### src/hdl/ansi_text_console_writer_assert.svh
// Assertion macros used by the console writer executor.
`ifndef ANSI_TEXT_CONSOLE_WRITER_ASSERT_SVH
`define ANSI_TEXT_CONSOLE_WRITER_ASSERT_SVH

// Same-cycle implication, checked on every rising edge outside reset.
`define ATCW_ASSERT_NOW(label, ante, cons) \
  label: assert property (@(posedge clk) disable iff (!rst_n) (ante) |-> (cons)) \
    else $error("console writer check failed");

// Next-cycle implication, checked on every rising edge outside reset.
`define ATCW_ASSERT_NEXT(label, ante, cons) \
  label: assert property (@(posedge clk) disable iff (!rst_n) (ante) |=> (cons)) \
    else $error("console writer check failed");

`endif

### src/hdl/atcw_pkg.sv
// Types, codes and constants of the ANSI text console writer.
package atcw_pkg;

  localparam logic [7:0] KEY_ESC = 8'h1B;
  localparam logic [7:0] KEY_CSI = 8'h5B;
  localparam logic [7:0] KEY_CR = 8'h0D;
  localparam logic [7:0] KEY_LF = 8'h0A;
  localparam logic [7:0] KEY_BS = 8'h08;
  localparam logic [7:0] KEY_TAB = 8'h09;
  localparam logic [7:0] KEY_SPACE = 8'h20;
  localparam logic [9:0] PARAM_MAX = 10'd999;
  localparam logic [3:0] LIGHT_BIT = 4'h8;
  localparam logic [3:0] FG_DEFAULT = 4'd7;
  localparam logic [7:0] COLUMNS_RESET = 8'd80;
  localparam logic [5:0] ROWS_RESET = 6'd25;
  localparam int QUEUE_DEPTH_DEF = 2;

  // Register indexes on the configuration port.
  localparam logic REG_COLUMNS = 1'b0;
  localparam logic REG_ROWS = 1'b1;

  typedef enum logic [2:0] {
    ACT_NONE, ACT_CELL, ACT_SCROLL, ACT_CLEAR, ACT_ERASE
  } act_t;

  typedef enum logic [1:0] {
    PM_TEXT, PM_ESC, PM_CSI
  } parse_mode_t;

  typedef enum logic [3:0] {
    OP_NONE, OP_GLYPH, OP_CR, OP_LF, OP_BS, OP_TAB, OP_UP, OP_DOWN, OP_RIGHT,
    OP_LEFT, OP_HOME, OP_CLEAR, OP_ERASE, OP_SAVE, OP_RESTORE
  } op_kind_t;

  // One classified byte handed from the parser to the executor.
  typedef struct packed {
    op_kind_t   kind;
    logic       esc_pre;
    logic [7:0] ch;
    logic [9:0] p_cur;
    logic [9:0] p_prev;
    logic [3:0] fg;
    logic [3:0] bg;
  } op_t;

endpackage

### src/hdl/atcw_in_if.sv
// Input byte channel of the console writer.
interface atcw_in_if;
  logic       valid;
  logic       ready;
  logic [7:0] char_code;
  logic       last_of_write;

  modport source (output valid, char_code, last_of_write, input ready);
  modport sink (input valid, char_code, last_of_write, output ready);
endinterface

### src/hdl/atcw_out_if.sv
// Result channel of the console writer towards the display memory engine.
interface atcw_out_if;
  logic       valid;
  logic       ready;
  logic [2:0] action;
  logic [7:0] cell_col;
  logic [5:0] cell_row;
  logic [7:0] cell_char;
  logic [3:0] cell_fg;
  logic [3:0] cell_bg;
  logic [7:0] cursor_col_out;
  logic [5:0] cursor_row_out;
  logic       last;

  modport source (output valid, action, cell_col, cell_row, cell_char, cell_fg, cell_bg,
                  cursor_col_out, cursor_row_out, last, input ready);
  modport sink (input valid, action, cell_col, cell_row, cell_char, cell_fg, cell_bg,
                cursor_col_out, cursor_row_out, last, output ready);
endinterface

### src/hdl/atcw_front.sv
// Escape parser: accepts bytes, tracks parameters and colours, classifies each byte.
module atcw_front import atcw_pkg::*; (
  input  logic   clk,
  input  logic   rst_n,
  atcw_in_if.sink in_ch,
  input  logic   op_ready,
  output logic   op_valid,
  output op_t    op
);

  typedef struct packed {
    logic [3:0] fg;
    logic [3:0] bg;
  } colors_t;

  parse_mode_t mode_r, mode_nxt;
  logic [9:0]  pc_r, pc_nxt, pp_r, pp_nxt;
  logic [3:0]  fg_r, fg_nxt, bg_r, bg_nxt;
  logic        accept;
  logic [7:0]  b;
  logic [13:0] digit_sum;
  colors_t     c_cur, c_mid, c_end;

  // Applies one colour parameter to a colour pair.
  function automatic colors_t apply_color(input logic [9:0] n, input colors_t c);
    colors_t r;
    logic [9:0] d;
    r = c;
    d = 10'd0;
    if (n == 10'd0) begin
      r.fg = FG_DEFAULT;
    end else if (n == 10'd1) begin
      r.fg = c.fg | LIGHT_BIT;
    end else if (n == 10'd2) begin
      r.bg = c.bg | LIGHT_BIT;
    end else if (n == 10'd7) begin
      r.fg = c.bg;
      r.bg = c.fg;
    end else if (n == 10'd8) begin
      r.fg = 4'd0;
      r.bg = 4'd0;
    end else if (n >= 10'd30 && n < 10'd38) begin
      d = n - 10'd30;
      r.fg = {c.fg[3], d[2:0]};
    end else if (n >= 10'd40 && n < 10'd48) begin
      d = n - 10'd40;
      r.bg = {c.bg[3], d[2:0]};
    end
    return r;
  endfunction

  // Kind of a byte met in plain text.
  function automatic op_kind_t text_kind(input logic [7:0] ch);
    op_kind_t k;
    if (ch == KEY_ESC) k = OP_NONE;
    else if (ch == KEY_CR) k = OP_CR;
    else if (ch == KEY_LF) k = OP_LF;
    else if (ch == KEY_BS) k = OP_BS;
    else if (ch == KEY_TAB) k = OP_TAB;
    else k = OP_GLYPH;
    return k;
  endfunction

  assign in_ch.ready = op_ready;
  assign accept = in_ch.valid && op_ready;
  assign op_valid = in_ch.valid;
  assign b = in_ch.char_code;

  assign digit_sum = {1'b0, pc_r, 3'b000} + {3'b000, pc_r, 1'b0} + {10'd0, b[3:0]};
  assign c_cur = '{fg: fg_r, bg: bg_r};
  assign c_mid = (pp_r != 10'd0) ? apply_color(pp_r, c_cur) : c_cur;
  assign c_end = apply_color(pc_r, c_mid);

  // Classification and next parser state.
  always_comb begin
    op = '{kind: OP_NONE, esc_pre: 1'b0, ch: b, p_cur: pc_r, p_prev: pp_r,
           fg: fg_r, bg: bg_r};
    mode_nxt = mode_r;
    pc_nxt = pc_r;
    pp_nxt = pp_r;
    fg_nxt = fg_r;
    bg_nxt = bg_r;
    unique case (mode_r)
      PM_ESC: begin
        if (b == KEY_CSI) begin
          mode_nxt = PM_CSI;
          pc_nxt = 10'd0;
          pp_nxt = 10'd0;
        end else begin
          op.esc_pre = 1'b1;
          op.kind = text_kind(b);
          mode_nxt = (b == KEY_ESC) ? PM_ESC : PM_TEXT;
        end
      end
      PM_CSI: begin
        if (b >= 8'h30 && b <= 8'h39) begin
          pc_nxt = (digit_sum > {4'd0, PARAM_MAX}) ? PARAM_MAX : digit_sum[9:0];
        end else if (b == 8'h3B) begin
          pp_nxt = pc_r;
          pc_nxt = 10'd0;
        end else begin
          mode_nxt = PM_TEXT;
          unique case (b)
            8'h6D: begin
              fg_nxt = c_end.fg;
              bg_nxt = c_end.bg;
            end
            8'h41: op.kind = OP_UP;
            8'h42: op.kind = OP_DOWN;
            8'h43: op.kind = OP_RIGHT;
            8'h44: op.kind = OP_LEFT;
            8'h48: op.kind = OP_HOME;
            8'h4A: op.kind = OP_CLEAR;
            8'h4B: op.kind = OP_ERASE;
            8'h73: op.kind = OP_SAVE;
            8'h75: op.kind = OP_RESTORE;
            default: op.kind = OP_NONE;
          endcase
        end
      end
      default: begin
        op.kind = text_kind(b);
        mode_nxt = (b == KEY_ESC) ? PM_ESC : PM_TEXT;
      end
    endcase
    if (in_ch.last_of_write) mode_nxt = PM_TEXT;
  end

  // Parser registers advance on each accepted transaction.
  always_ff @(posedge clk) begin
    if (!rst_n) begin
      mode_r <= PM_TEXT;
      pc_r <= 10'd0;
      pp_r <= 10'd0;
      fg_r <= FG_DEFAULT;
      bg_r <= 4'd0;
    end else if (accept) begin
      mode_r <= mode_nxt;
      pc_r <= pc_nxt;
      pp_r <= pp_nxt;
      fg_r <= fg_nxt;
      bg_r <= bg_nxt;
    end
  end

endmodule

### src/hdl/atcw_queue.sv
// Small queue of classified bytes between the parser and the executor.
module atcw_queue import atcw_pkg::*; #(
  parameter int DEPTH = QUEUE_DEPTH_DEF
) (
  input  logic clk,
  input  logic rst_n,
  input  logic push,
  input  op_t  push_data,
  output logic full,
  input  logic pop,
  output op_t  pop_data,
  output logic empty
);

  localparam int AW = (DEPTH > 1) ? $clog2(DEPTH) : 1;
  localparam int CW = $clog2(DEPTH + 1);
  localparam logic [AW-1:0] LAST_IDX = AW'(DEPTH - 1);

  op_t           slots [DEPTH];
  logic [AW-1:0] wr_r, rd_r;
  logic [CW-1:0] cnt_r;
  logic          do_push, do_pop;

  assign full = (cnt_r == CW'(DEPTH));
  assign empty = (cnt_r == '0);
  assign do_push = push && !full;
  assign do_pop = pop && !empty;
  assign pop_data = slots[rd_r];

  // Entry storage.
  always_ff @(posedge clk) begin
    if (do_push) slots[wr_r] <= push_data;
  end

  // Pointers and fill count.
  always_ff @(posedge clk) begin
    if (!rst_n) begin
      wr_r <= '0;
      rd_r <= '0;
      cnt_r <= '0;
    end else begin
      if (do_push) wr_r <= (wr_r == LAST_IDX) ? '0 : wr_r + 1'b1;
      if (do_pop) rd_r <= (rd_r == LAST_IDX) ? '0 : rd_r + 1'b1;
      if (do_push && !do_pop) cnt_r <= cnt_r + 1'b1;
      else if (do_pop && !do_push) cnt_r <= cnt_r - 1'b1;
    end
  end

endmodule

### src/hdl/atcw_back.sv
// Executor: owns the cursor and issues at most one display command per cycle, holding while the output is stalled.
module atcw_back import atcw_pkg::*; (
  input  logic       clk,
  input  logic       rst_n,
  input  logic [7:0] cols,
  input  logic [5:0] rows,
  input  op_t        op,
  input  logic       op_avail,
  output logic       op_pop,
  atcw_out_if.source out_ch
);

  op_t        op_r, op_nxt;
  logic       have_r, have_nxt, esc_r, esc_nxt, scr_r, scr_nxt, main_r, main_nxt;
  logic [7:0] col_r, col_nxt, scol_r, scol_nxt;
  logic [5:0] row_r, row_nxt, srow_r, srow_nxt;
  logic       ov_r, ov_nxt;
  act_t       act_r, act_nxt;
  logic [7:0] ccol_r, ccol_nxt, cchar_r, cchar_nxt;
  logic [5:0] crow_r, crow_nxt;
  logic [3:0] cfg_r, cfg_nxt, cbg_r, cbg_nxt;
  logic       last_r, last_nxt;
  logic       emit, fin;
  logic [7:0] col_max;
  logic [5:0] row_max;
  logic [8:0] g_col1;
  logic       g_wrap, g_scroll;
  logic [6:0] g_row1;
  logic [7:0] g_col;
  logic [5:0] g_row;
  logic [9:0] n1;
  logic [10:0] row_sum, col_sum;

  assign col_max = cols - 8'd1;
  assign row_max = rows - 6'd1;
  assign emit = have_r && (!ov_r || out_ch.ready);
  assign op_pop = !have_r && op_avail;

  // Cursor after one glyph: advance, wrap, and hold on the last row.
  assign g_col1 = {1'b0, col_r} + 9'd1;
  assign g_wrap = g_col1 >= {1'b0, cols};
  assign g_col = g_wrap ? 8'd0 : g_col1[7:0];
  assign g_row1 = g_wrap ? {1'b0, row_r} + 7'd1 : {1'b0, row_r};
  assign g_scroll = g_row1 >= {1'b0, rows};
  assign g_row = g_scroll ? row_max : g_row1[5:0];

  assign n1 = (op_r.p_cur == 10'd0) ? 10'd1 : op_r.p_cur;
  assign row_sum = {5'd0, row_r} + {1'b0, n1};
  assign col_sum = {3'd0, col_r} + {1'b0, n1};

  // Sequencing of the results of one byte.
  always_comb begin
    op_nxt = op_r;
    have_nxt = have_r;
    esc_nxt = esc_r;
    scr_nxt = scr_r;
    main_nxt = main_r;
    col_nxt = col_r;
    row_nxt = row_r;
    scol_nxt = scol_r;
    srow_nxt = srow_r;
    ov_nxt = ov_r && !out_ch.ready;
    act_nxt = act_r;
    ccol_nxt = ccol_r;
    crow_nxt = crow_r;
    cchar_nxt = cchar_r;
    cfg_nxt = cfg_r;
    cbg_nxt = cbg_r;
    last_nxt = last_r;
    fin = 1'b0;
    if (op_pop) begin
      op_nxt = op;
      have_nxt = 1'b1;
      esc_nxt = op.esc_pre;
      scr_nxt = 1'b0;
      main_nxt = 1'b0;
    end else if (!have_r) begin
      // Keep both positions inside the screen after a geometry change.
      if (col_r > col_max) col_nxt = col_max;
      if (scol_r > col_max) scol_nxt = col_max;
      if (row_r > row_max) row_nxt = row_max;
      if (srow_r > row_max) srow_nxt = row_max;
    end
    if (emit) begin
      ov_nxt = 1'b1;
      act_nxt = ACT_NONE;
      ccol_nxt = 8'd0;
      crow_nxt = 6'd0;
      cchar_nxt = 8'd0;
      cfg_nxt = 4'd0;
      cbg_nxt = 4'd0;
      if (scr_r) begin
        act_nxt = ACT_SCROLL;
        cchar_nxt = KEY_SPACE;
        cfg_nxt = op_r.fg;
        cbg_nxt = op_r.bg;
        scr_nxt = 1'b0;
        fin = main_r;
      end else if (esc_r) begin
        act_nxt = ACT_CELL;
        ccol_nxt = col_r;
        crow_nxt = row_r;
        cchar_nxt = KEY_ESC;
        cfg_nxt = op_r.fg;
        cbg_nxt = op_r.bg;
        col_nxt = g_col;
        row_nxt = g_row;
        scr_nxt = g_scroll;
        esc_nxt = 1'b0;
      end else begin
        main_nxt = 1'b1;
        unique case (op_r.kind)
          OP_GLYPH, OP_TAB: begin
            act_nxt = ACT_CELL;
            ccol_nxt = col_r;
            crow_nxt = row_r;
            cchar_nxt = (op_r.kind == OP_TAB) ? KEY_SPACE : op_r.ch;
            cfg_nxt = op_r.fg;
            cbg_nxt = op_r.bg;
            col_nxt = g_col;
            row_nxt = g_row;
            scr_nxt = g_scroll;
            if (op_r.kind == OP_TAB && g_col[1:0] != 2'd0) main_nxt = 1'b0;
          end
          OP_CR: col_nxt = 8'd0;
          OP_LF: begin
            col_nxt = 8'd0;
            if ({1'b0, row_r} + 7'd1 >= {1'b0, rows}) begin
              row_nxt = row_max;
              act_nxt = ACT_SCROLL;
              cchar_nxt = KEY_SPACE;
              cfg_nxt = op_r.fg;
              cbg_nxt = op_r.bg;
            end else begin
              row_nxt = row_r + 6'd1;
            end
          end
          OP_BS: begin
            col_nxt = (col_r == 8'd0) ? col_max : col_r - 8'd1;
            act_nxt = ACT_CELL;
            ccol_nxt = col_nxt;
            crow_nxt = row_r;
            cchar_nxt = KEY_SPACE;
            cfg_nxt = op_r.fg;
            cbg_nxt = op_r.bg;
          end
          OP_UP: row_nxt = (n1 > {4'd0, row_r}) ? 6'd0 : row_r - n1[5:0];
          OP_DOWN: row_nxt = (row_sum > {5'd0, row_max}) ? row_max : row_sum[5:0];
          OP_RIGHT: col_nxt = (col_sum > {3'd0, col_max}) ? col_max : col_sum[7:0];
          OP_LEFT: col_nxt = (n1 > {2'd0, col_r}) ? 8'd0 : col_r - n1[7:0];
          OP_HOME: begin
            col_nxt = (op_r.p_cur > {2'd0, col_max}) ? col_max : op_r.p_cur[7:0];
            row_nxt = (op_r.p_prev > {4'd0, row_max}) ? row_max : op_r.p_prev[5:0];
          end
          OP_CLEAR: begin
            col_nxt = 8'd0;
            row_nxt = 6'd0;
            act_nxt = ACT_CLEAR;
            cchar_nxt = KEY_SPACE;
            cfg_nxt = op_r.fg;
            cbg_nxt = op_r.bg;
          end
          OP_ERASE: begin
            act_nxt = ACT_ERASE;
            ccol_nxt = col_r;
            crow_nxt = row_r;
            cchar_nxt = KEY_SPACE;
            cfg_nxt = op_r.fg;
            cbg_nxt = op_r.bg;
          end
          OP_SAVE: begin
            scol_nxt = col_r;
            srow_nxt = row_r;
          end
          OP_RESTORE: begin
            col_nxt = scol_r;
            row_nxt = srow_r;
          end
          default: ;
        endcase
        fin = main_nxt && !scr_nxt;
      end
      last_nxt = fin;
      if (fin) have_nxt = 1'b0;
    end
  end

  // Control and cursor registers.
  always_ff @(posedge clk) begin
    if (!rst_n) begin
      have_r <= 1'b0;
      esc_r <= 1'b0;
      scr_r <= 1'b0;
      main_r <= 1'b0;
      ov_r <= 1'b0;
      col_r <= 8'd0;
      row_r <= 6'd0;
      scol_r <= 8'd0;
      srow_r <= 6'd0;
    end else begin
      have_r <= have_nxt;
      esc_r <= esc_nxt;
      scr_r <= scr_nxt;
      main_r <= main_nxt;
      ov_r <= ov_nxt;
      col_r <= col_nxt;
      row_r <= row_nxt;
      scol_r <= scol_nxt;
      srow_r <= srow_nxt;
    end
  end

  // Current byte and output payload.
  always_ff @(posedge clk) begin
    op_r <= op_nxt;
    act_r <= act_nxt;
    ccol_r <= ccol_nxt;
    crow_r <= crow_nxt;
    cchar_r <= cchar_nxt;
    cfg_r <= cfg_nxt;
    cbg_r <= cbg_nxt;
    last_r <= last_nxt;
  end

  assign out_ch.valid = ov_r;
  assign out_ch.action = act_r;
  assign out_ch.cell_col = ccol_r;
  assign out_ch.cell_row = crow_r;
  assign out_ch.cell_char = cchar_r;
  assign out_ch.cell_fg = cfg_r;
  assign out_ch.cell_bg = cbg_r;
  assign out_ch.cursor_col_out = col_r;
  assign out_ch.cursor_row_out = row_r;
  assign out_ch.last = last_r;

`include "ansi_text_console_writer_assert.svh"

  `ATCW_ASSERT_NOW(a_scroll_on_bottom, ov_r && act_r == ACT_SCROLL, row_r == row_max)
  `ATCW_ASSERT_NOW(a_none_is_blank, ov_r && act_r == ACT_NONE, ccol_r == 8'd0 && cchar_r == 8'd0)
  `ATCW_ASSERT_NOW(a_no_load_when_busy, op_pop, !have_r)
  `ATCW_ASSERT_NEXT(a_last_frees, emit && fin, !have_r)

endmodule

### src/hdl/ansi_text_console_writer.sv
// Top level of the ANSI text console writer: configuration port and the three parts.
//
//   channel | direction | handshake           | transaction
//   in_ch   | in        | valid/ready         | one console byte
//   out_ch  | out       | valid/ready         | one display command
//   cfg     | in        | APB, pready tied hi | one register access
//
// A byte is classified in the cycle it is accepted and pushed into the queue. The executor
// loads it into its byte register, issues its results (1 to 7) in turn, and takes the next
// byte only once the last is out; each result is held in the executor's output registers.
// The executor's one-result-per-cycle sequencer, while out_ch is not stalled, sets the rate;
// a tab after a stray ESC that wraps and scrolls twice is the longest.
// Reset is synchronous and active low; cursor 0,0, colours 7 on 0, 80 by 25.
// A stalled output holds the executor; the parser runs on while the queue has room.
module ansi_text_console_writer import atcw_pkg::*; #(
  parameter int QUEUE_DEPTH = QUEUE_DEPTH_DEF
) (
  input  logic        clk,
  input  logic        rst_n,
  atcw_in_if.sink     in_ch,
  atcw_out_if.source  out_ch,
  input  logic        cfg_psel,
  input  logic        cfg_penable,
  input  logic        cfg_pwrite,
  input  logic [2:0]  cfg_paddr,
  input  logic [31:0] cfg_pwdata,
  output logic [31:0] cfg_prdata,
  output logic        cfg_pready
);

  logic [7:0] cols_r;
  logic [5:0] rows_r;
  logic       wr;
  op_t        f_op, q_op;
  logic       f_valid, q_full, q_empty, q_pop;

  assign cfg_pready = 1'b1;
  assign wr = cfg_psel && cfg_penable && cfg_pwrite;
  assign cfg_prdata = (cfg_paddr[2] == REG_ROWS) ? {26'd0, rows_r} : {24'd0, cols_r};

  // Geometry registers; values below two are raised to two.
  always_ff @(posedge clk) begin
    if (!rst_n) begin
      cols_r <= COLUMNS_RESET;
      rows_r <= ROWS_RESET;
    end else if (wr) begin
      if (cfg_paddr[2] == REG_COLUMNS) begin
        cols_r <= (cfg_pwdata[7:0] < 8'd2) ? 8'd2 : cfg_pwdata[7:0];
      end else begin
        rows_r <= (cfg_pwdata[5:0] < 6'd2) ? 6'd2 : cfg_pwdata[5:0];
      end
    end
  end

  atcw_front u_front (
    .clk      (clk),
    .rst_n    (rst_n),
    .in_ch    (in_ch),
    .op_ready (!q_full),
    .op_valid (f_valid),
    .op       (f_op)
  );

  atcw_queue #(.DEPTH(QUEUE_DEPTH)) u_queue (
    .clk       (clk),
    .rst_n     (rst_n),
    .push      (f_valid),
    .push_data (f_op),
    .full      (q_full),
    .pop       (q_pop),
    .pop_data  (q_op),
    .empty     (q_empty)
  );

  atcw_back u_back (
    .clk      (clk),
    .rst_n    (rst_n),
    .cols     (cols_r),
    .rows     (rows_r),
    .op       (q_op),
    .op_avail (!q_empty),
    .op_pop   (q_pop),
    .out_ch   (out_ch)
  );

endmodule
### src/flat_wrapper.sv
// flat-port wrapper written by rule: the top's interface ports become plain ports
module ansi_text_console_writer_flat import atcw_pkg::*;
#(
  parameter int QUEUE_DEPTH = QUEUE_DEPTH_DEF
)
  (clk, rst_n, cfg_psel, cfg_penable, cfg_pwrite, cfg_paddr, cfg_pwdata, cfg_prdata, cfg_pready, in_ch_valid, in_ch_char_code, in_ch_last_of_write, in_ch_ready, out_ch_valid, out_ch_action, out_ch_cell_col, out_ch_cell_row, out_ch_cell_char, out_ch_cell_fg, out_ch_cell_bg, out_ch_cursor_col_out, out_ch_cursor_row_out, out_ch_last, out_ch_ready);
  atcw_in_if in_ch_i ();
  atcw_out_if out_ch_i ();
  input  logic clk;
  input  logic rst_n;
  input  logic cfg_psel;
  input  logic cfg_penable;
  input  logic cfg_pwrite;
  input  logic [2:0] cfg_paddr;
  input  logic [31:0] cfg_pwdata;
  output logic [31:0] cfg_prdata;
  output logic cfg_pready;
  input wire logic [$bits(in_ch_i.valid)-1:0] in_ch_valid;
  input wire logic [$bits(in_ch_i.char_code)-1:0] in_ch_char_code;
  input wire logic [$bits(in_ch_i.last_of_write)-1:0] in_ch_last_of_write;
  output wire logic [$bits(in_ch_i.ready)-1:0] in_ch_ready;
  output wire logic [$bits(out_ch_i.valid)-1:0] out_ch_valid;
  output wire logic [$bits(out_ch_i.action)-1:0] out_ch_action;
  output wire logic [$bits(out_ch_i.cell_col)-1:0] out_ch_cell_col;
  output wire logic [$bits(out_ch_i.cell_row)-1:0] out_ch_cell_row;
  output wire logic [$bits(out_ch_i.cell_char)-1:0] out_ch_cell_char;
  output wire logic [$bits(out_ch_i.cell_fg)-1:0] out_ch_cell_fg;
  output wire logic [$bits(out_ch_i.cell_bg)-1:0] out_ch_cell_bg;
  output wire logic [$bits(out_ch_i.cursor_col_out)-1:0] out_ch_cursor_col_out;
  output wire logic [$bits(out_ch_i.cursor_row_out)-1:0] out_ch_cursor_row_out;
  output wire logic [$bits(out_ch_i.last)-1:0] out_ch_last;
  input wire logic [$bits(out_ch_i.ready)-1:0] out_ch_ready;
  assign in_ch_i.valid = in_ch_valid;
  assign in_ch_i.char_code = in_ch_char_code;
  assign in_ch_i.last_of_write = in_ch_last_of_write;
  assign in_ch_ready = in_ch_i.ready;
  assign out_ch_valid = out_ch_i.valid;
  assign out_ch_action = out_ch_i.action;
  assign out_ch_cell_col = out_ch_i.cell_col;
  assign out_ch_cell_row = out_ch_i.cell_row;
  assign out_ch_cell_char = out_ch_i.cell_char;
  assign out_ch_cell_fg = out_ch_i.cell_fg;
  assign out_ch_cell_bg = out_ch_i.cell_bg;
  assign out_ch_cursor_col_out = out_ch_i.cursor_col_out;
  assign out_ch_cursor_row_out = out_ch_i.cursor_row_out;
  assign out_ch_last = out_ch_i.last;
  assign out_ch_i.ready = out_ch_ready;
  ansi_text_console_writer #(.QUEUE_DEPTH(QUEUE_DEPTH)) u_core (.clk(clk), .rst_n(rst_n), .in_ch(in_ch_i), .out_ch(out_ch_i), .cfg_psel(cfg_psel), .cfg_penable(cfg_penable), .cfg_pwrite(cfg_pwrite), .cfg_paddr(cfg_paddr), .cfg_pwdata(cfg_pwdata), .cfg_prdata(cfg_prdata), .cfg_pready(cfg_pready));
endmodule
### config.mk
export PLATFORM = sky130hd
export DESIGN_NAME = ansi_text_console_writer_flat
export DESIGN_NICKNAME = d
export VERILOG_FILES = /design/src/hdl/atcw_pkg.sv /design/src/hdl/atcw_in_if.sv /design/src/hdl/atcw_out_if.sv /design/src/hdl/atcw_front.sv /design/src/hdl/atcw_queue.sv /design/src/hdl/atcw_back.sv /design/src/hdl/ansi_text_console_writer.sv /design/src/flat_wrapper.sv
export VERILOG_INCLUDE_DIRS = /design/src /design/src/hdl
export SDC_FILE = /design/constraint.sdc
export NUM_CORES = 1
export LEC_CHECK = 0
export BUFFER_PORTS_ARGS = -buffer_cell sky130_fd_sc_hd__buf_4
export CAP_MARGIN = 10
export CORE_MARGIN = 10
export CORE_UTILIZATION = 50
export DETAILED_ROUTE_END_ITERATION = 10
export PLACE_DENSITY = 0.79
export SYNTH_ARGS = -nofsm -noshare
export SYNTH_HDL_FRONTEND = slang
export SYNTH_HIERARCHICAL = 1
export SYNTH_SLANG_ARGS = --single-unit
### constraint.sdc
create_clock -name clk -period 14.07 [get_ports clk]
set_clock_uncertainty 0.2 [all_clocks]
set_input_delay 0.7035 -clock clk [delete_from_list [all_inputs] [get_ports clk]]
set_output_delay 0.7035 -clock clk [all_outputs]
set_load 0.005 [all_outputs]
## After elaboration in Yosys (flattened, before gate mapping)

Memory sizes are Yosys's and may differ from the RTL's. A register that Yosys moved wholly into a read port is not among the register bits.
Cells that the tools add are included.
Widths: inputs -> output; s select.

| operators by class | value |
|---|---|
| add/subtract/negate cells | 20 |
| $mul | 0 |
| div/mod/pow operators | 0 |
| order comparisons | 26 |
| eq/ne operators | 48 |
| shifts and indexed selects | 0 |
| mux-type cells | 146 |
| bitwise gates (word level) | 3 |
| reduce and logical (&&, ||, !) cells | 48 |

Operators with widths:

| cell | count |
|---|---|
| $mux 8 | 27 |
| $mux 6 | 23 |
| $eq 8x7->1 const B | 11 |
| $mux 4 | 22 |
| $mux 10 | 7 |
| $pmux 8 s7 | 1 |
| $pmux 6 s7 | 1 |
| $lt 10x6->1 const B | 4 |
| $pmux 10 s2 | 2 |
| $mux 1 | 36 |
| $pmux 4 s9 | 1 |
| $eq 8x4->1 const B | 4 |
| $logic_not 10->1 | 3 |
| $eq 4x4->1 const B | 7 |
| $mux 3 | 9 |
| $pmux 4 s2 | 3 |
| $pmux 8 s3 | 1 |
| $eq 10x1->1 const B | 2 |
| $eq 10x2->1 const B | 2 |
| $eq 10x3->1 const B | 2 |
| $eq 10x4->1 const B | 2 |
| $ge 10x5->1 const B | 2 |
| $ge 10x6->1 const B | 2 |
| $gt 10x6->1 | 2 |
| other kinds (59) | 115 |

| storage, ports and cells | value |
|---|---|
| flip-flop bits (word level) | 155 |
| bits in latches | 0 |
| memory bits (writable) | 82 |
| bits in read-only memories | 0 |
| input port bits | 51 |
| output and inout bits | 83 |
| word-level logic and storage cells | 326 |
| memories kept | 1 |

Memory list:

| name | words | bits a word | rd ports | clocked after Yosys merged registers in | write ports | RTL line | text |
|---|---|---|---|---|---|---|---|
| u_core.u_queue.slots | 2 | 41 | 1 | 1 | 1 | atcw_queue.sv:19 | `op_t slots [DEPTH];` |

## Longest topological paths before layout

Gate-level depths: netlist of run 1.

| depth | value |
|---|---|
| depth after elaboration | 17 |
| gate-level depth with buffers | 21 |
| mapped depth without buffers | 20 |

## Hierarchy

The synthesis of run 1 kept the hierarchy.

Modules (own cells, without submodules):

| module | instances | cells each | area an instance (µm²) | sequential area each (µm²) |
|---|---|---|---|---|
| atcw_back | 1 | 1046 | 9342.7 | 2882.8 |
| atcw_queue | 1 | 153 | 3183.1 | 2562.5 |
| atcw_front | 1 | 423 | 3156.8 | 600.6 |
| ansi_text_console_writer | 1 | 105 | 853.3 | 280.3 |

## Least setup slack after synthesis of run 1

Ideal clock, no wire load.

| path | value |
|---|---|
| kind | register to register |
| from | register u_core.u_back.col_r[1], in the netlist u_core/u_back/out_ch.cursor_col_out[1] |
| to | register u_core.u_back.row_r[4], in the netlist u_core/u_back/out_ch.cursor_row_out[4] |
| library setup time | 140 ps |
| arrival | 4245 ps |
| required time | 13730 ps |
| path slack | 9485 ps |
| stages on the path, launching flop included | 22 |
| path buffers | 1 |
| clock period less this slack | 4585 ps |
| cell sequence | dfxtp_1 ha_1 nand3_1 nor3_2 xnor2_1 ha_1 a21oi_1 o221ai_1 a21oi_1 and2_1 clkbuf_1 nor2_1 xnor2_1 ha_1 a21o_1 a21oi_1 o21ai_1 or3_1 a21oi_1 a2111oi_0 a221oi_1 a21oi_1 |

| between the ends | value |
|---|---|
| cells in the longest elaborated chain, start to end | 9 |

RTL lines:

| element | RTL line | text |
|---|---|---|
| start: declaration | atcw_back.sv:15 | `logic [7:0] col_r, col_nxt, scol_r, scol_nxt;` |
| start signal: assignment | atcw_back.sv:206 | `col_r <= col_nxt;` |
| $add 8x1->9 (*) | atcw_back.sv:40 | `assign g_col1 = {1'b0, col_r} + 9'd1;` |
| $ge 9x8->1 (*) | atcw_back.sv:41 | `assign g_wrap = g_col1 >= {1'b0, cols};` |
| $mux 7 (*) | atcw_back.sv:43 | `assign g_row1 = g_wrap ? {1'b0, row_r} + 7'd1 : {1'b0, row_r};` |
| $ge 7x6->1 | atcw_back.sv:44 | `assign g_scroll = g_row1 >= {1'b0, rows};` |
| $mux 6 (*) | atcw_back.sv:45 | `assign g_row = g_scroll ? row_max : g_row1[5:0];` |
| $pmux 6 s7 | atcw_back.sv:112 | `unique case (op_r.kind)` |
| $mux 6 (*) | atcw_back.sv:99 | `end else if (esc_r) begin` |
| $mux 6 (*) | atcw_back.sv:92 | `if (scr_r) begin` |
| $mux 6 (*) | atcw_back.sv:84 | `if (emit) begin` |
| end signal: assignment | atcw_back.sv:207 | `row_r <= row_nxt;` |
| end: declaration | atcw_back.sv:16 | `logic [5:0] row_r, row_nxt, srow_r, srow_nxt;` |

Mark *: on every way between the ends. The rest lies on a longest branch, timed or not.
A chain may end at the register's enable or synchronous reset.

## Final worst setup path of run 1

| path | value |
|---|---|
| from | register u_core.u_back.col_r[0], in the netlist u_core/u_back/out_ch.cursor_col_out[0] |
| to | register u_core.u_back.row_r[4], in the netlist u_core/u_back/out_ch.cursor_row_out[4] |

The elaborated chain is that of the path after synthesis.

==> impl_summary.txt, run 1 <==
----------------------------------------------------
[Routing]
  WL per Instance ... 21.6 µm
  Total vias in the final route ... 14000
  Starting DRT DRC Count ... 1565
  Final ANT Viol Nets ... 0
  Initial DRT Pass Iterations ... 6
  Drt via density ... 6.28
  Number of design rule violations left after detail routing ... 0
  Routed wire length ... slightly below 50 mm

[Placed design]
  Total of buffers placed on input and output ports ... 82
  Post-DP HPWL ... 34.8 mm
  Global placement routability congestion ... 1.01

[Yosys]
  Synth area leader ... sky130_fd_sc_hd__edfxtp_1
  Ys async rst share ... 0
  Sequential element share of the synthesized area ... 0.383
  Primary flip-flop cell chosen by synthesis mapping ... sky130_fd_sc_hd__edfxtp_1
  Number of enable flip-flop cells after synthesis ... 156
  Area share of the largest cell type after synthesis ... 0.283
  Post-synthesis cell count ... around 1700
  Count of yosys warnings during synthesis ... 6
  Flip-flop and latch count after synthesis ... 238
  Combined area of all synthesized cells ... 16500 µm²
  Cell variety after synth ... 97
  Per-instance average area after synthesis ... 9.57 µm²
  Leading post-synthesis cells by cell area ... sky130_fd_sc_hd__edfxtp_1 28%, sky130_fd_sc_hd__ha_1 11%, sky130_fd_sc_hd__dfxtp_1 9.9%

[Final layout]
  Fraction of final layout cells sized beyond drive strength 1 ... 0.130
  Final cell utilization of the core ... 0.558
  Area growth from synthesis to final layout ... 10.2%
  Register Area ... 6330 µm²
  Fill count ... 2871
  Count of antenna diodes in the layout ... 0
  Total number of nets in the final design ... roughly 2000
  Combined area of the multi-input logic cells ... 9320 µm²

[Clocking]
  Deepest level of the CTS H-tree ... 1
  Number of sinks handled by clock tree synthesis ... 238
  Count of cells resized by post-cts repair ... 0
  Post-cts hold buffer count ... 0
  Worst-path clk slew ... 0.07 ns
  Clock tree from TritonCTS ... built
  Number of buffers on the longest clock path ... 3
  Post-CTS Setup Repair Bufs ... 0
  Source-to-sink clock delay at the later pin of the worst-skew pair ... 0.55 ns
  Clock root buffer master ... sky130_fd_sc_hd__clkbuf_16
  CTS Buf Count ... 27

[Pwr]
  Combinational fraction of design power ... 0.450
  Power Density ... 188 nW/µm²
  Total power ... 3430 µW
  Cell internal power dissipation ... 2010 µW
  Leakage ... 0.00708 µW
  Worst voltage drop across the vdd grid ... 0.000110 V
  Net switching power ... ~1400 µW
  Clock network fraction of total power ... 0.218
  Switching part of the total power ... 0.413
  Proportion of power drawn by flip-flops and latches ... 0.332

[Worst setup path]
  Top delay family on crit path ... compound AO/OA/AOI/OAI gates
  CP max stage cell ... sky130_fd_sc_hd__dfxtp_1
  Ordered list of cells on the worst path ... ha_1 > nand3_1 > xnor2_1 > ha_1 > a21oi_1 > o221ai_1 > a21oi_1 > nand2_1 > nand2_1 > xnor2_1 > ha_1 > o2111ai_1 > o21ai_1 > or3_1 > a21oi_1 > a2111oi_0 > a221oi_1 > a21oi_1
  Required time worst endpoint ... between 10 and 15 ns
  Cell seen most often among critical-path stages ... sky130_fd_sc_hd__a21oi_1
  WS Path Type ... flip-flop to flip-flop
  Startpoint Class ... flip-flop
  Biggest fanout along the worst timing path ... 14
  Worst path bufs/invs ... 0
  Delay of the slowest critical-path stage ... 0.80 ns
  Arrival time of data at the critical path endpoint ... 6.51 ns
  Setup crit end kind ... flip-flop

[Floorplanning]
  Core ar. ... between 30000 and 40000 µm²
  Number of core rows ... 66
  Floorplan die height ... 202 µm
  Top-Level Pins ... 134
  Die footprint ... 40700 µm²
  Die outline width ... 202 µm
  Starting utilization of the core area ... 0.507

[Timing]
  Final setup vio count ... 0
  Setup repair after global routing missed its margin ... false
  Final critical path time including I/O delays and setup ... 6.23 ns
  Final hold vios ... 0
  Least-Margin Pin Slew ... 1.21 ns
  Slew headroom ... 0.187
  Top achievable clock speed ... 160 MHz
  Post-Route Setup TNS ... 0 ns
  Number of pins exceeding their max-slew limit in the final report ... 0
  Post-route clock period utilization ... 0.443

[Global routing]
  Global-route total usage across every layer ... 0.224
  Wire length of the first global-routing pass ... ~75 mm
  Total global routing overflow ... 0
  Pin count of the biggest net entering global routing ... 42
  Number of global-route vias before repair ... 13200
  Number of antenna violations at the first check in global routing ... 0

[Flow run]
  Number of max-cap violations ... 0

[Min path]
  Min-delay worst type ... input port to flip-flop

[Status]
  Status ... completed

----------------------------------------------------
==> power by group through the flow <==
stage / Combinational, µW / Sequential (µW) / Clock, µW
global placement: 1460 / 1140 / 0
finish: 1540 / 1140 / 747
CTS: 1510 / 1130 / 759
floorplan: 1120 / 1040 / 0
detailed placement: 1500 / 1150 / 0
global route: 1680 / 1150 / 785
==> flip-flops by register name (all words and copies together), names as in the netlist, 6 cells and up, named ones only <==
| signal | count |
|---|---|
| u_core/u_queue/slots | 82 |
| u_core/u_back/op_r | 40 |
| u_core/u_front/pc_r | 10 |
| u_core/u_front/pp_r | 10 |
| u_core/cols_r | 8 |
| u_core/u_back/out_ch.cell_char | 8 |
| u_core/u_back/out_ch.cell_col | 8 |
| u_core/u_back/out_ch.cursor_col_out | 8 |
| u_core/u_back/scol_r | 8 |
| u_core/rows_r | 6 |
| u_core/u_back/out_ch.cell_row | 6 |
| u_core/u_back/out_ch.cursor_row_out | 6 |
| u_core/u_back/srow_r | 6 |
==> logic make-up (layout without fill, tap and decap cells) <==
family / after synthesis / in the layout / share of synthesized area
AO/OA/AOI/OAI: 452 / 452 / 0.183
XOR/XNOR: 54 / 54 / 0.0286
adder cells (fa/ha/maj): 155 / 155 / 0.120
buffers and inverters: 208 / 239 / 0.0597
flip-flops: 238 / 238 / 0.383
multiplexers: 84 / 84 / 0.0551
other: 2 / 25 / 0.000454
AND/OR/NAND/NOR: 534 / 534 / 0.171
==> worst reg2reg max path, delay by kind of cell, from the launching register on <==
family,cells,cell delay (ns)
DFF,1,0.80
AOI/OAI and AO/OA,9,2.51
adders and majority gates,3,0.89
xor gates and xnor gates,2,0.63
and+or+nand+nor,4,1.13
==> Yosys cell counts (27+ instances only) <==
library cell and count:
sky130_fd_sc_hd__a211oi_1 30, sky130_fd_sc_hd__a21oi_1 120, sky130_fd_sc_hd__buf_2 27, sky130_fd_sc_hd__buf_4 40, sky130_fd_sc_hd__clkbuf_1 41, sky130_fd_sc_hd__dfxtp_1 82
sky130_fd_sc_hd__edfxtp_1 156, sky130_fd_sc_hd__ha_1 149, sky130_fd_sc_hd__inv_1 92, sky130_fd_sc_hd__mux2_2 53, sky130_fd_sc_hd__mux2i_1 28, sky130_fd_sc_hd__nand2_1 110
sky130_fd_sc_hd__nand3_1 69, sky130_fd_sc_hd__nor2_1 120, sky130_fd_sc_hd__nor2b_1 34, sky130_fd_sc_hd__nor3_1 31, sky130_fd_sc_hd__o21ai_0 89, sky130_fd_sc_hd__xnor2_1 38
==> path summary, 6_finish.rpt <==
path	start	slack, ns	end	cells past startpoint
worst max-delay path	u_core/u_back/out_ch.cursor_col_out[0]$_SDFF_PN0_	7.84	u_core/u_back/out_ch.cursor_row_out[4]$_SDFF_PN0_	18
worst min-delay path	cfg_pwdata[3]	0.20	u_core/rows_r[3]$_SDFFE_PN1P_	3
worst max register to register	u_core/u_back/out_ch.cursor_col_out[0]$_SDFF_PN0_	7.84	u_core/u_back/out_ch.cursor_row_out[4]$_SDFF_PN0_	18
worst min register to register	u_core/u_front/mode_r[0]$_SDFFE_PN0P_	0.31	u_core/u_front/mode_r[0]$_SDFFE_PN0P_	2
==> metrics by stage <==
step                cells  setup slack, ns  hold WS (ns)  area [µm²]
floorplan            1750             9.49         0.220       16600
global placement     2173             8.26         0.280       17300
CTS                  2223             8.21         0.177       18200
finish               2223             7.84         0.196       18200
global route         2223             7.68         0.191       18200
detailed placement   2173             8.23         0.293       17300
==> layout by cell type, fill, tap and decap left out, types with 34 or more instances in the layout <==
cell	count
sky130_fd_sc_hd__a21oi_1	120
sky130_fd_sc_hd__buf_4	93
sky130_fd_sc_hd__dfxtp_1	81
sky130_fd_sc_hd__edfxtp_1	156
sky130_fd_sc_hd__ha_1	149
sky130_fd_sc_hd__inv_1	92
sky130_fd_sc_hd__mux2_2	53
sky130_fd_sc_hd__nand2_1	110
sky130_fd_sc_hd__nand3_1	69
sky130_fd_sc_hd__nor2_1	120
sky130_fd_sc_hd__nor2b_1	34
sky130_fd_sc_hd__o21ai_0	89
sky130_fd_sc_hd__xnor2_1	38
==> final cells by class <==
cell class | count | area share
multi-input combinational | 1304 | 0.512
tap | 442 | 0.0304
inverter | 96 | 0.0198
sequential | 238 | 0.347
clock buffer | 36 | 0.0418
timing repair buffer | 93 | 0.0383
clock inverter | 14 | 0.0106
==> per-layer routing <==
layer / up-vias / wire [µm] / global-route usage
met3: 129 / 4130 / 0.0363
met5: - / 0 / 0
met1: 6699 / 20300 / 0.302
met2: 690 / 22000 / 0.357
met4: 0 / 1570 / 0.0784
li1: 6449 / - / -
Note: power is estimated with default switching activity, not from simulation.
==> run 2: changes to the inputs <==
Settings changed: ABC_AREA set to 1, PLACE_DENSITY 0.79 to 0.82.
Clock period 14.07 ns to 5.5 ns, I/O delays scaled along.
==> run 2 against run 1 <==
Design area increased by 9.4%. Via count increased by 16%. Utilization increased by 0.33 points. Critical path depth increased by 12. Non-clock buffer count increased by 50.
==> impl_summary.txt, run 2 <==
----------------------------------------------------
[Status]
  Status ... completed

[Clocking]
  Deepest level of the CTS H-tree ... 1
  Clock root buffer master ... sky130_fd_sc_hd__clkbuf_16
  Source-to-sink clock delay at the later pin of the worst-skew pair ... 0.56 ns
  Worst-path clk slew ... around 0.070 ns
  CTS Buf Count ... 26
  Post-CTS Setup Repair Bufs ... 0
  Clock tree from TritonCTS ... built
  Number of buffers on the longest clock path ... 3
  Number of sinks handled by clock tree synthesis ... 238

[Placed design]
  Global placement routability congestion ... 0.990
  Post-DP HPWL ... 40.0 mm
  Total of buffers placed on input and output ports ... 82
  Placed Cells incl. Taps ... 2825

[Worst setup path]
  CP max stage cell ... sky130_fd_sc_hd__edfxtp_1
  Biggest fanout along the worst timing path ... 9
  Setup crit end kind ... flip-flop
  WS Path Type ... flip-flop to flip-flop
  Arrival time of data at the critical path endpoint ... 5.16 ns
  Required time worst endpoint ... approximately 5.8 ns
  Startpoint Class ... flip-flop
  Cell seen most often among critical-path stages ... sky130_fd_sc_hd__nand2_1
  Delay of the slowest critical-path stage ... 0.44 ns

[Global routing]
  Global-route total usage across every layer ... 0.234
  Pin count of the biggest net entering global routing ... 55
  Total global routing overflow ... 0
  Number of antenna violations at the first check in global routing ... 0
  Number of global-route vias before repair ... 15800
  Wire length of the first global-routing pass ... roughly 84 mm

[Timing]
  Post-route clock period utilization ... 0.885
  Top achievable clock speed ... 205 MHz
  Slew headroom ... 0.204
  Number of pins exceeding their max-slew limit in the final report ... 0
  Post-Route Setup TNS ... 0 ns
  Final hold vios ... 0
  Setup repair after global routing missed its margin ... false
  Final critical path time including I/O delays and setup ... 4.87 ns
  Least-Margin Pin Slew ... about 1.2 ns
  Final setup vio count ... 0

[Yosys]
  Count of yosys warnings during synthesis ... 6
  Synth area leader ... sky130_fd_sc_hd__edfxtp_1
  Number of enable flip-flop cells after synthesis ... 156
  Area share of xor/xnor cells in the synthesized design ... 0.0142
  Largest family of logic cells by synthesized area ... simple AND/OR/NAND/NOR gates
  Sequential element share of the synthesized area ... 0.354
  Post-Synth Adder-Cell Area ... 0.111
  Mux cell area share after synthesis ... 0.0342
  Cell variety after synth ... 63
  Combined area of all synthesized cells ... 17900 µm²
  Share of synthesized cell area in and, or, nand and nor gates ... 0.283
  Area share of the largest cell type after synthesis ... 0.262
  Primary flip-flop cell chosen by synthesis mapping ... sky130_fd_sc_hd__edfxtp_1
  Ys async rst share ... 0
  Per-instance average area after synthesis ... ~7.7 µm²
  Leading post-synthesis cells by cell area ... sky130_fd_sc_hd__edfxtp_1 26%, sky130_fd_sc_hd__nand2_1 12%, sky130_fd_sc_hd__ha_1 10%
  Flip-flop and latch count after synthesis ... 238
  Dominant cell by count in the synthesized netlist ... sky130_fd_sc_hd__nand2_1
  Most numerous cell types in the synthesized netlist ... 550 x sky130_fd_sc_hd__nand2_1, 326 x sky130_fd_sc_hd__inv_1, 213 x sky130_fd_sc_hd__nor2_1, 194 x sky130_fd_sc_hd__nand3_1, 156 x sky130_fd_sc_hd__edfxtp_1
  Post-synthesis compound-gate area fraction ... 0.0960
  Post-synthesis cell count ... 2319

[Floorplanning]
  Floorplan die height ... 209 µm
  Starting utilization of the core area ... 0.504
  Die footprint ... 43800 µm²
  Number of core rows ... 69
  Die outline width ... roughly 210 µm
  Core ar. ... 35500 µm²
  Top-Level Pins ... 134

[Flow run]
  Number of max-cap violations ... 0

[Pwr]
  Combinational fraction of design power ... 0.556
  Worst voltage drop across the vdd grid ... around 0.00027 V
  Cell internal power dissipation ... 5360 µW
  Switching part of the total power ... 0.470
  Proportion of power drawn by flip-flops and latches ... 0.272
  Net switching power ... between 4000 and 5000 µW
  Clock network fraction of total power ... 0.172
  Leakage ... 0.00960 µW
  Power Density ... between 500 and 600 nW/µm²

[Routing]
  Drt via density ... 5.61
  Number of design rule violations left after detail routing ... 0
  Final ANT Viol Nets ... 0
  Top layer used by detailed routing ... met4
  M1 wire length ... 21.2 mm
  Met3 wire length ... 3.63 mm
  WL per Instance ... 18.4 µm
  Routed wire length ... around 53 mm
  Starting DRT DRC Count ... 1368
  Initial DRT Pass Iterations ... 7
  Met2 wire len ... ~26 mm
  Total vias in the final route ... 16300

[Final layout]
  Area growth from synthesis to final layout ... 11.4%
  Flip-flop count of the largest register after layout ... 82
  Largest registers in the final layout ... u_core/u_queue/slots x82, u_core/u_back/op_r x40
  Total number of nets in the final design ... 2626
  Count of antenna diodes in the layout ... 0
  Most frequent cells in the layout ... 550 x sky130_fd_sc_hd__nand2_1, 326 x sky130_fd_sc_hd__inv_1, 210 x sky130_fd_sc_hd__nor2_1
  Most common cell after layout, fill and taps aside ... sky130_fd_sc_hd__nand2_1
  Fraction of final layout cells sized beyond drive strength 1 ... 0.114
  Register containing the most flip-flops in the final layout ... u_core/u_queue/slots
  Number of standard cells in the final layout excluding fillers ... 2901

[Min path]
  Min-delay worst type ... input port to flip-flop

----------------------------------------------------
==> run 2: cell types whose count changed in the layout (fill, tap and decap cells not counted), moves of 52 or more <==
cell                      delta
sky130_fd_sc_hd__nand4_1    +57
sky130_fd_sc_hd__nand3_1   +125
sky130_fd_sc_hd__nor2_1     +90
sky130_fd_sc_hd__mux2_2     -52
sky130_fd_sc_hd__nand2_1   +440
sky130_fd_sc_hd__inv_1     +234
==> run 2: worst paths after layout <==
path,from,to,slack (ns),cells past startpoint
setup / recovery,u_core/u_back/op_r[26]$_DFFE_PP_,u_core/u_back/out_ch.cursor_col_out[4]$_SDFF_PN0_,0.63,30
hold / removal,cfg_penable,u_core/rows_r[2]$_SDFFE_PN0P_,0.04,5
setup reg to reg,u_core/u_back/op_r[26]$_DFFE_PP_,u_core/u_back/out_ch.cursor_col_out[4]$_SDFF_PN0_,0.63,30
hold reg to reg,u_core/u_front/mode_r[1]$_SDFFE_PN0P_,u_core/u_front/mode_r[1]$_SDFFE_PN0P_,0.29,2
==> run 2: area by class of cell <==
type / count / area (µm²)
clock inverters: 18 / 134
fillers: 3235 / 15500
flip-flops and latches: 238 / 6330
multi-input cells: 1673 / 9760
well taps: 461 / 577
clock buffers: 30 / 718
inverters: 338 / 1270
repair buffers: 143 / 1140
==> run 2: critical path, delay by kind of cell, from the launching register on <==
kind	cells	cell delay, ns
adder cells (fa/ha/maj)	3	0.84
flip-flops	1	0.44
buffers and inverters	6	0.59
AO/OA/AOI/OAI	5	0.87
AND/OR/NAND/NOR	16	1.88
==> run 2: layer usage <==
metal,track usage,up-vias
li1,-,7859
met4,0.118,0
met1,0.272,7578
met5,0,-
met3,0.0365,174
met2,0.409,656
==> run 2: power by group through the flow <==
stage / logic (µW) / clock network (µW) / registers (µW)
finish: 5630 / 1740 / 2750
global route: 6250 / 1830 / 2790
CTS: 5530 / 1760 / 2750
detailed placement: 5480 / 0 / 2780
global placement: 5380 / 0 / 2760
floorplan: 3930 / 0 / 2720
==> run 2: metrics by stage <==
step | util | worst slack (ns) | area (µm²) | power [µW] | hold WS (ns)
after detailed placement | 0.530 | 0.502 | 18800 | 8260 | 0.279
after floorplan | - | 1.22 | 18000 | 6650 | 0.196
after global routing | 0.562 | 0.139 | 19900 | 10900 | 0.0566
after CTS | 0.562 | 0.505 | 19900 | 10000 | 0.0162
after global placement | 0.530 | 0.575 | 18800 | 8130 | 0.259
final | 0.562 | 0.633 | 19900 | 10100 | 0.0355
==> run 2: repair_timing <==
action                     4_1_cts  5_1_grt
hold endpoints to repair        34        0
setup endpoints to repair        0        2
gates resized for setup          0        1
hold buffers                    28        0
==> run 2: cell families (layout without fill, tap and decap cells) <==
| logic type | count (synthesis) | count (layout) |
|---|---|---|
| buffers and inverters | 431 | 529 |
| xor gates and xnor gates | 29 | 29 |
| and+or+nand+nor | 1126 | 1126 |
| muxes | 41 | 41 |
| DFF | 238 | 238 |
| AOI/OAI and AO/OA | 297 | 297 |
| adders and majority gates | 155 | 155 |
| other | 2 | 25 |
==> run 3: changes to the inputs <==
Settings changed: BUFFER_PORTS_ARGS -buffer_cell sky130_fd_sc_hd__buf_4 to -buffer_cell sky130_fd_sc_hd__buf_2, GPL_TIMING_DRIVEN set to 0, PLACE_DENSITY 0.82 to 0.79.
Clock period 5.5 ns to 4.85 ns, I/O delays scaled along.
==> run 3 against run 2 <==
First-iteration DRC count grew 23%. Combinational power rose by 17%. Global-route usage grew 0.55 points. Power increased by 16%. Non-clock buffer count rose by 83. Design area up 2.8%. Count of clock-buffer cells in the layout grew 1.
==> impl_summary.txt, run 3 (same netlist as run 2, synthesis figures left out) <==
----------------------------------------------------
[Floorplanning]
  Die footprint ... roughly 44000 µm²
  Core ar. ... 35500 µm²
  Number of core rows ... 69
  Starting utilization of the core area ... 0.504
  Top-Level Pins ... 134
  Die outline width ... 209 µm
  Floorplan die height ... roughly 210 µm

[Global routing]
  Met1 GRT Util ... 0.286
  Met2 track demand over resource ... 0.411
  Number of antenna violations at the first check in global routing ... 0
  Wire length of the first global-routing pass ... roughly 85 mm
  Total global routing overflow ... 0
  Number of global-route vias before repair ... about 16000
  Grt peak-use layer ... met2
  Pin count of the biggest net entering global routing ... 34
  Global-route total usage across every layer ... 0.239
  M3 GR Usage ... 0.0322

[Final layout]
  Most common cell after layout, fill and taps aside ... sky130_fd_sc_hd__nand2_1
  Total number of nets in the final design ... 2709
  Post-Layout Inst Area ... between 20000 and 25000 µm²
  Flip-flop count of the largest register after layout ... 82
  Largest registers in the final layout ... u_core/u_queue/slots x82, u_core/u_back/op_r x40
  Area growth from synthesis to final layout ... 14.5%
  Count of antenna diodes in the layout ... 0
  Final cell utilization of the core ... 0.577
  Register containing the most flip-flops in the final layout ... u_core/u_queue/slots
  Most frequent cells in the layout ... 549 x sky130_fd_sc_hd__nand2_1, 322 x sky130_fd_sc_hd__inv_1, 209 x sky130_fd_sc_hd__nor2_1
  Fraction of final layout cells sized beyond drive strength 1 ... 0.135

[Timing]
  Top achievable clock speed ... 216 MHz
  Final hold vios ... 0
  Least-Margin Pin Slew ... roughly 1.2 ns
  Setup ws final ... 0.220 ns
  Post-route clock period utilization ... 0.955
  Final setup vio count ... 0
  Number of pins exceeding their max-slew limit in the final report ... 0
  Final critical path time including I/O delays and setup ... 4.63 ns
  Slew headroom ... 0.170
  Worst hold margin ... 0.0597 ns

[Worst setup path]
  WS Path Type ... flip-flop to flip-flop
  Startpoint Class ... flip-flop
  Worst flop-to-flop path startpoint ... u_core/cols_r[0]$_SDFFE_PN0P_
  Arrival time of data at the critical path endpoint ... 4.87 ns
  Biggest fanout along the worst timing path ... 9
  R2r endpoint ... u_core/u_back/out_ch.cursor_col_out[0]$_SDFF_PN0_
  Capturing instance or port of the critical path ... u_core/u_back/out_ch.cursor_col_out[0]$_SDFF_PN0_
  Slack of the worst reg-to-reg path ... between 0.2 and 0.25 ns
  Depth of the worst register-to-register path ... 14
  Setup crit end kind ... flip-flop
  Start point of the critical path ... u_core/cols_r[0]$_SDFFE_PN0P_
  Required time worst endpoint ... 5.09 ns

[Routing]
  Total vias in the final route ... about 17000
  Routed wire length ... 54.4 mm
  WL per Instance ... 18.2 µm
  Number of design rule violations left after detail routing ... 0
  Drt via density ... 5.56
  Starting DRT DRC Count ... 1676
  Initial DRT Pass Iterations ... 6
  Final ANT Viol Nets ... 0

[Clocking]
  CTS Buf Count ... 26
  Source-to-sink clock delay at the later pin of the worst-skew pair ... 0.56 ns
  Clock root buffer master ... sky130_fd_sc_hd__clkbuf_16
  Clock tree from TritonCTS ... built
  Number of buffers on the longest clock path ... 3
  Deepest level of the CTS H-tree ... 1
  Number of sinks handled by clock tree synthesis ... 238
  Worst-path clk slew ... 0.06 ns

[Status]
  Status ... completed

[Placed design]
  Global placement routability congestion ... approximately 1.0
  Post-Place Cell Area ... 19100 µm²
  Worst slack at placement ... -0.284 ns
  Post-DP HPWL ... between 40 and 50 mm
  Total of buffers placed on input and output ports ... 82

[Pwr]
  Total power ... 11800 µW
  Worst voltage drop across the vdd grid ... a little under 0.0004 V
  Leakage ... 0.00989 µW
  Power Density ... 574 nW/µm²

[Flow run]
  Number of max-cap violations ... 0

[Min path]
  Min-delay worst type ... input port to flip-flop

----------------------------------------------------
## run 3: changes by cell type in the layout (fill, tap and decap cells not counted), moves of 5 or more
cell,before,now
sky130_fd_sc_hd__buf_2,0,93
sky130_fd_sc_hd__buf_4,115,51
sky130_fd_sc_hd__clkbuf_1,1,31
sky130_fd_sc_hd__dlygate4sd3_1,28,37
sky130_fd_sc_hd__buf_6,0,8
sky130_fd_sc_hd__buf_12,0,7
sky130_fd_sc_hd__dfxtp_1,81,76
## run 3: worst min path at each step
stage | start | to | slack (ns) | cells past startpoint
final | cfg_psel | u_core/cols_r[0]$_SDFFE_PN0P_ | 0.06 | 7
after CTS | cfg_psel | u_core/cols_r[2]$_SDFFE_PN0P_ | 0.01 | 6
after detailed placement | u_core/u_front/bg_r[2]$_SDFFE_PN0P_ | u_core/u_queue/slots[1][2]$_DFFE_PP_ | 0.27 | 0
after global placement | u_core/u_front/bg_r[2]$_SDFFE_PN0P_ | u_core/u_queue/slots[0][2]$_DFFE_PP_ | 0.26 | 0
after floorplan | rst_n | u_core/u_queue/cnt_r[1]$_SDFFE_PN0P_ | 0.16 | 2
after global routing | cfg_psel | u_core/cols_r[0]$_SDFFE_PN0P_ | 0.08 | 7
## run 3: routing by layer
| metal | wire length (µm) | up-vias |
|---|---|---|
| li1 | - | 8046 |
| met1 | 21600 | 7704 |
| met2 | 26000 | 703 |
| met3 | 3930 | 147 |
| met4 | 2860 | 0 |
| met5 | 0 | - |
## run 3: critical path, cell delays in order, from the launching register on
cell                      delay, ns
sky130_fd_sc_hd__dfxtp_1       0.60
sky130_fd_sc_hd__inv_1         0.40
sky130_fd_sc_hd__ha_1          0.36
sky130_fd_sc_hd__nand3_1       0.13
sky130_fd_sc_hd__xor2_1        0.50
sky130_fd_sc_hd__inv_1         0.41
sky130_fd_sc_hd__ha_1          0.41
sky130_fd_sc_hd__a31oi_1       0.66
sky130_fd_sc_hd__nand2_1       0.35
sky130_fd_sc_hd__nand2_1       0.17
sky130_fd_sc_hd__nand3_1       0.09
sky130_fd_sc_hd__nand2_1       0.07
sky130_fd_sc_hd__inv_1         0.06
sky130_fd_sc_hd__nand2_1       0.06
sky130_fd_sc_hd__a21oi_1       0.06
## run 3: repair_timing
action / CTS / global route
endpoints found under the hold margin: 34 / 0
setup endpoints to repair: 17 / 17
pin swaps: 1 / 5
hold buffers: 37 / 0
setup buffers: 2 / 7
resized for setup: 5 / 22
## run 3: layout make-up
class,count,area (µm²)
inverters,338,1280
well taps,461,577
flip-flops and latches,238,6340
clock inverters,17,200
clock buffers,31,669
plain buffers,93,652
multi-input cells,1673,9820
fillers,3191,15000
repair buffers,133,943
## run 3: metrics by stage
stage / TNS, ns / cells
after global placement: -2.79 / 2885
after detailed placement: -3.51 / 2890
final: 0 / 2984
after floorplan: 0 / 2342
after global routing: -0.0494 / 2984
after CTS: 0 / 2977
## run 3: power by group
part	internal [µW]	switching, µW	total, µW
Sequential	2800	376	3170
Clock	1160	859	2020
Combinational	2250	4320	6570
Total	6210	5550	11800
